`src/cau_pkg.sv`:
```
// shared types, constants and saturation helper for the complex arithmetic unit
package cau_pkg;

  localparam int PART_W = 16;
  localparam int PROD_W = 2 * PART_W;
  localparam int DEN_W  = 2 * PART_W;
  localparam int QUO_W  = PART_W + 1;
  localparam int PRE_W  = PROD_W + 2;
  localparam int REM_W  = DEN_W + QUO_W;

  localparam logic signed [PRE_W-1:0] PART_MAX = PRE_W'(32767);
  localparam logic signed [PRE_W-1:0] PART_MIN = -PRE_W'(32768);

  typedef enum logic [1:0] {
    OP_ADD = 2'd0,
    OP_SUB = 2'd1,
    OP_MUL = 2'd2,
    OP_DIV = 2'd3
  } op_t;

  // per-part sideband that rides alongside the divider
  typedef struct packed {
    op_t                      op;
    logic                     neg;
    logic                     dz;
    logic signed [PRE_W-1:0]  pre;
  } side_t;

  typedef struct packed {
    logic signed [PART_W-1:0] val;
    logic                     ovf;
  } sat_t;

  function automatic sat_t sat_part(input logic signed [PRE_W-1:0] v);
    sat_t s;
    s.ovf = 1'b0;
    if (v > PART_MAX) begin
      s.val = PART_W'(PART_MAX);
      s.ovf = 1'b1;
    end else if (v < PART_MIN) begin
      s.val = PART_W'(PART_MIN);
      s.ovf = 1'b1;
    end else begin
      s.val = PART_W'(v);
    end
    return s;
  endfunction

endpackage

```
`src/cau_div.sv`:
```
// pipelined restoring divider, one quotient bit per stage
module cau_div
  import cau_pkg::*;
#(
  parameter int FRAC_BITS = 8
) (
  input  logic                       clk,
  input  logic                       en,
  input  logic [DEN_W+FRAC_BITS-1:0] mag,
  input  logic [DEN_W-1:0]           den,
  output logic [QUO_W-1:0]           quo,
  output logic                       big
);

  localparam int NUM_W = DEN_W + FRAC_BITS;

  logic [REM_W-1:0] rem_r [0:QUO_W];
  logic [REM_W-1:0] den_r [0:QUO_W];
  logic [QUO_W-1:0] quo_r [0:QUO_W];
  logic             big_r [0:QUO_W];

  logic [REM_W-1:0] den_ext;
  assign den_ext = REM_W'(den);

  // first stage: load operands, flag a quotient too big for the result field
  always_ff @(posedge clk) begin
    if (en) begin
      rem_r[0] <= REM_W'(mag[NUM_W-1:0]);
      den_r[0] <= den_ext;
      quo_r[0] <= '0;
      big_r[0] <= ({1'b0, REM_W'(mag)} >= {1'b0, den_ext << QUO_W});
    end
  end

  for (genvar j = 1; j <= QUO_W; j++) begin : g_step
    localparam int B = QUO_W - j;
    logic [REM_W:0] diff;
    assign diff = {1'b0, rem_r[j-1]} - {1'b0, den_r[j-1] << B};
    always_ff @(posedge clk) begin
      if (en) begin
        den_r[j] <= den_r[j-1];
        big_r[j] <= big_r[j-1];
        if (!diff[REM_W]) begin
          rem_r[j] <= diff[REM_W-1:0];
          quo_r[j] <= quo_r[j-1] | (QUO_W'(1) << B);
        end else begin
          rem_r[j] <= rem_r[j-1];
          quo_r[j] <= quo_r[j-1];
        end
      end
    end
  end

  assign quo = quo_r[QUO_W];
  assign big = big_r[QUO_W];

endmodule

```
`config.mk`:
```
export PLATFORM = sky130hd
export DESIGN_NAME = cau_div
export DESIGN_NICKNAME = d
export VERILOG_FILES = /design/src/cau_pkg.sv /design/src/cau_div.sv
export SDC_FILE = /design/constraint.sdc
export NUM_CORES = 2
export LEC_CHECK = 0
export ABC_AREA = 1
export BUFFER_PORTS_ARGS = -buffer_cell sky130_fd_sc_hd__buf_2
export CAP_MARGIN = 10
export CORE_ASPECT_RATIO = 1.25
export CORE_MARGIN = 2
export CORE_UTILIZATION = 40
export DETAILED_ROUTE_END_ITERATION = 10
export HOLD_SLACK_MARGIN = 0.12
export PLACE_DENSITY = 0.63
export SLEW_MARGIN = 20
export SYNTH_ARGS = -nofsm -noshare
export SYNTH_HDL_FRONTEND = slang
export SYNTH_SLANG_ARGS = --single-unit
```
`constraint.sdc`:
```
create_clock -name clk -period 4.2 [get_ports clk]
set_clock_uncertainty 0.1 [all_clocks]
set_input_delay 0.42 -clock clk [delete_from_list [all_inputs] [get_ports clk]]
set_output_delay 0.42 -clock clk [all_outputs]
set_load 0.01 [all_outputs]
```
Yosys cells after proc, flatten, opt, wreduce, memory -nomap -nowiden
Memories as Yosys holds them, arrays and structs flattened.
Cells that the tools add are included.
Word-level totals
  register bits after elaboration: 0
  bits in latches: 0
  bits in writable memories: 2088
  memory bits (read-only): 0
  bits of input ports: 74
  output and inout bits: 18
  word-level logic and storage cells: 194
  memories: 4
Memory list
  den_r: words 18, bits a word 49, read ports 17, clocked after memory_dff 0, write ports 18, RTL line cau_div.sv:18  | logic [REM_W-1:0] den_r [0:QUO_W];
  rem_r: words 18, bits a word 49, read ports 17, clocked after memory_dff 0, write ports 18, RTL line cau_div.sv:17  | logic [REM_W-1:0] rem_r [0:QUO_W];
  quo_r: words 18, bits a word 17, read ports 18, clocked after memory_dff 0, write ports 18, RTL line cau_div.sv:19  | logic [QUO_W-1:0] quo_r [0:QUO_W];
  big_r: words 18, bits a word 1, read ports 18, clocked after memory_dff 0, write ports 18, RTL line cau_div.sv:20  | logic big_r [0:QUO_W];
Operators by class
  $add $sub $neg: 17
  multiply operators: 0
  div/mod/pow operators: 0
  order comparisons: 1
  equal/unequal tests: 0
  shifts and indexed selects: 0
  muxes and demuxes: 138
  bitwise operators: 34
  reductions and logical operators: 0
Operator list (count)
  $sub A49 B49 Y50: 17
  $mux W49: 17
  $mux W17: 17
  $mux W1: 104
  $ge A40 B49 Y1: 1
  $or A1 B1 Y1: 34

Longest topological paths before layout
An unclocked memory read counts as a cell.
  word-level depth: 6
  mapped depth: 17

Worst setup path before layout
OpenSTA, ideal clock, no wires.
  kind: input port to flip-flop
  from: in en
  to: mem quo_r[16][10] (netlist bit) (enable)
  arrival: 2635 ps
  path slack: 1019 ps
  cell stages on the path: 3
  cells stage by stage: buf_2 > buf_2 > clkbuf_1
RTL lines
  start: declaration: RTL line cau_div.sv:8  | input logic en,
  end: declaration: RTL line cau_div.sv:19

==> impl_metrics.env <==
export IMPL_row_count=209
export IMPL_core_area_mm2=0.2591
export IMPL_clk_latency_ps=860
export IMPL_syn_area_per_cell_um2=7.342
export IMPL_die_area_mm2=0.2646
export IMPL_drive_gt1_frac=0.03822
export IMPL_startpoint_type="flop"
export IMPL_p_int_mw=41.08
export IMPL_synth_top_area_cell="edfxtp_1"
export IMPL_synthFlopType="edfxtp_1"
export IMPL_io_buffers=91
export IMPL_worst_pin_slew_ps=1072
export IMPL_root_buffer="clkbuf_16"
export IMPL_crit_type="reg2reg"
export IMPL_critPathRequiredTime_ps=4620
export IMPL_power_leakage_nw=57.53
export IMPL_hold_viol=0
export IMPL_ys_seq_area_frac=0.4435
export IMPL_synthesis_area_mm2=0.1042
export IMPL_firstDrtPassIters=6
export IMPL_max_freq_mhz=287.9
export IMPL_antenna_found_initial=16
export IMPL_synth_simple_area_share=0.3137
export IMPL_async_flop_share=0
export IMPL_end_kind="flop"
export IMPL_syn_nets=14840
export IMPL_grtUsageTotal=0.2858
export IMPL_synthTopCellsByArea="edfxtp_1 44%, nand2_1 21%, inv_1 10%"
export IMPL_overflow=0
export IMPL_path_clk_slew_ps=60
export IMPL_status="complete, no violations"
export IMPL_grt_pass1_wl_um=557800
export IMPL_fin_nets=15120
export IMPL_vias_per_cell=4.947
export IMPL_final_period_utilization=0.8271
export IMPL_stdcell_count=18100
export IMPL_total_power_mw=74.40
export IMPL_worst_r2r_cell_count=15
export IMPL_p_sw_frac=0.4478
export IMPL_vdd_drop_max_mv=0.3350
export IMPL_hold_slack_ps=208.9
export IMPL_synth_edf_count=1539
export IMPL_grt_pass1_vias=88060
export IMPL_tns_ps=0
export IMPL_area_delta_synth_final_pct=10.75
export IMPL_yosysUniqueCellTypes=52
export IMPL_hp_class="in2reg"
export IMPL_synth_warnings=0
export IMPL_setup_viol=0
export IMPL_synth_cells=14190
export IMPL_die_x_um=460.5
export IMPL_min_path_cells=2
export IMPL_seq_power_share=0.324
export IMPL_arrival_ps=3900
export IMPL_maxSlewHeadroom=0.2853
export IMPL_pwr_share_comb=0.461
export IMPL_num_io_pins=92
export IMPL_grt_max_degree=176
export IMPL_synth_xor_area_frac=0.02505
export IMPL_ys_seq_elements=1539
export IMPL_reg2reg_setup_slack_ps=730
export IMPL_drc=0
export IMPL_rsz0062_at_grt="false"
export IMPL_crit_fanout=43
export IMPL_synth_top_cell_area_share=0.4435
export IMPL_clockPowerShare=0.215
export IMPL_cts_tree="yes"
export IMPL_p_switching_mw=33.32
export IMPL_fin_crit_ps=3474
export IMPL_cap_violations=0
export IMPL_slew_viol_final=0
export IMPL_antenna_left=0
export IMPL_num_vias=89530
export IMPL_wirelength_um=384100
export IMPL_drt_initial_drc_count=7331
export IMPL_placedCellCount=17710
export IMPL_synth_top_family_by_area="simple AND/OR/NAND/NOR gates"
export IMPL_place_detailed_hpwl_um=319800
export IMPL_htree_levels=4
export IMPL_cts_sinks=1539
export IMPL_cts_buffer_depth=4
export IMPL_die_h_um=574.6
export IMPL_start_util=0.4021
export IMPL_routedWlPerCell_um=21.23
export IMPL_yosys_top_cells_count="5716 x nand2_1, 2822 x inv_1, 1539 x edfxtp_1"
export IMPL_numCtsBuffers=174
export IMPL_yosys_area_share_adder=0.07008
export IMPL_gp_congestion=1.011
export IMPL_synth_compound_area_frac=0.03747
export IMPL_synth_mux_area_frac=0
export IMPL_synthMostInstantiatedCell="nand2_1"
export IMPL_power_density_mw_per_mm2=644.8
==> routing by layer <==
| layer | track usage | part of all wire | up-vias |
|---|---|---|---|
| li1 | - | - | 44890 |
| met2 | 0.5207 | 0.51 | 2648 |
| met4 | 0.2143 | 0.089 | 8 |
| met3 | 0.03281 | 0.046 | 1013 |
| met1 | 0.3005 | 0.36 | 40960 |
| met5 | 0 | 0.00012 | - |
==> state kept, by name, summed over array words and instances (netlist names) <==
| name | flops |
|---|---|
| big_r | 18 |
| den_r | 544 |
| rem_r | 824 |
| quo_r | 153 |
==> cell usage in the layout (no fill, tap or decap), drive strengths merged, types with 4 or more instances in the layout <==
cell	netlist	layout
xor2	211	211
o21ai	199	199
inv	2832	2838
nor4	24	24
nor3	100	100
a21boi	4	4
nand2	5748	5748
diode	0	14
clkinvlp	0	16
nand4	161	161
nand3b	85	85
fa	16	16
a21oi	470	470
a21o	4	4
bufinv	0	26
or2	21	21
ha	558	558
and2	26	26
edfxtp	1539	1539
nor2	1191	1191
nand3	729	729
o21bai	41	41
buf	106	158
clkbuf	19	203
clkinv	1	53
o211ai	5	5
nor3b	4	4
dlygate4sd3	0	73
xnor2	87	87
==> critical path, cell delays in order, from the launching register on <==
cell and delay, ps:
edfxtp_1 370, inv_1 80, ha_1 150, inv_1 100
fa_1 440, nand3_1 100, nand3_1 250, nand2_1 140
nand2_1 190, nand2_1 130, nand2_2 120, nand2_1 130
nand3_1 120, nor2_4 90, buf_4 480, a21oi_1 140
==> metrics by stage <==
stage                     utilization  setup slack, ps  cell area, um^2
after global routing           0.4452            389.7           115400
after detailed placement       0.4199            710.0           108800
after CTS                      0.4452            628.6           115400
after floorplan                     -             1019           104200
after global placement         0.4199            753.7           108800
final                          0.4453            726.1           115400
==> final timing paths <==
kind | start | end
worst max-delay path | rem_r[13][3] | rem_r[14][38]
worst min-delay path | den[29] | den_r[0][29]
worst max register to register | rem_r[13][3] | rem_r[14][38]
worst min register to register | quo_r[14][6] | quo_r[15][6]
==> power by group through the flow <==
stage / Combinational (mW) / Sequential [mW] / Clock, mW
after global routing: 38.0 / 24.3 / 16.9
after detailed placement: 33.7 / 24.4 / 0
after CTS: 33.9 / 24.1 / 16.4
final: 34.3 / 24.1 / 16.0
after floorplan: 22.8 / 22.6 / 0
after global placement: 33.8 / 24.4 / 0
==> final cells by class <==
class                      instances  area (um^2)
antenna                           14        35.03
clock buffer                     203         4612
clock inverter                   100         1210
fill                           26610       143800
inverter                        2833        10640
multi-input combinational       9695        46510
sequential                      1539        46210
tap                             3481         4355
timing repair buffer             231         1817
==> logic make-up after synthesis <==
logic type,Yosys count
AOI/OAI and AO/OA,729
xor gates and xnor gates,298
adders and majority gates,574
buffers and inverters,2958
DFF,1539
and+or+nand+nor,8094
==> repair_timing <==
item,in CTS,in global routing
hold endpoints to repair,97,0
hold buffers,73,0
buffers inserted,0,0
gates resized for setup,0,0
No activity file was read; power rests on OpenSTA's default activity.
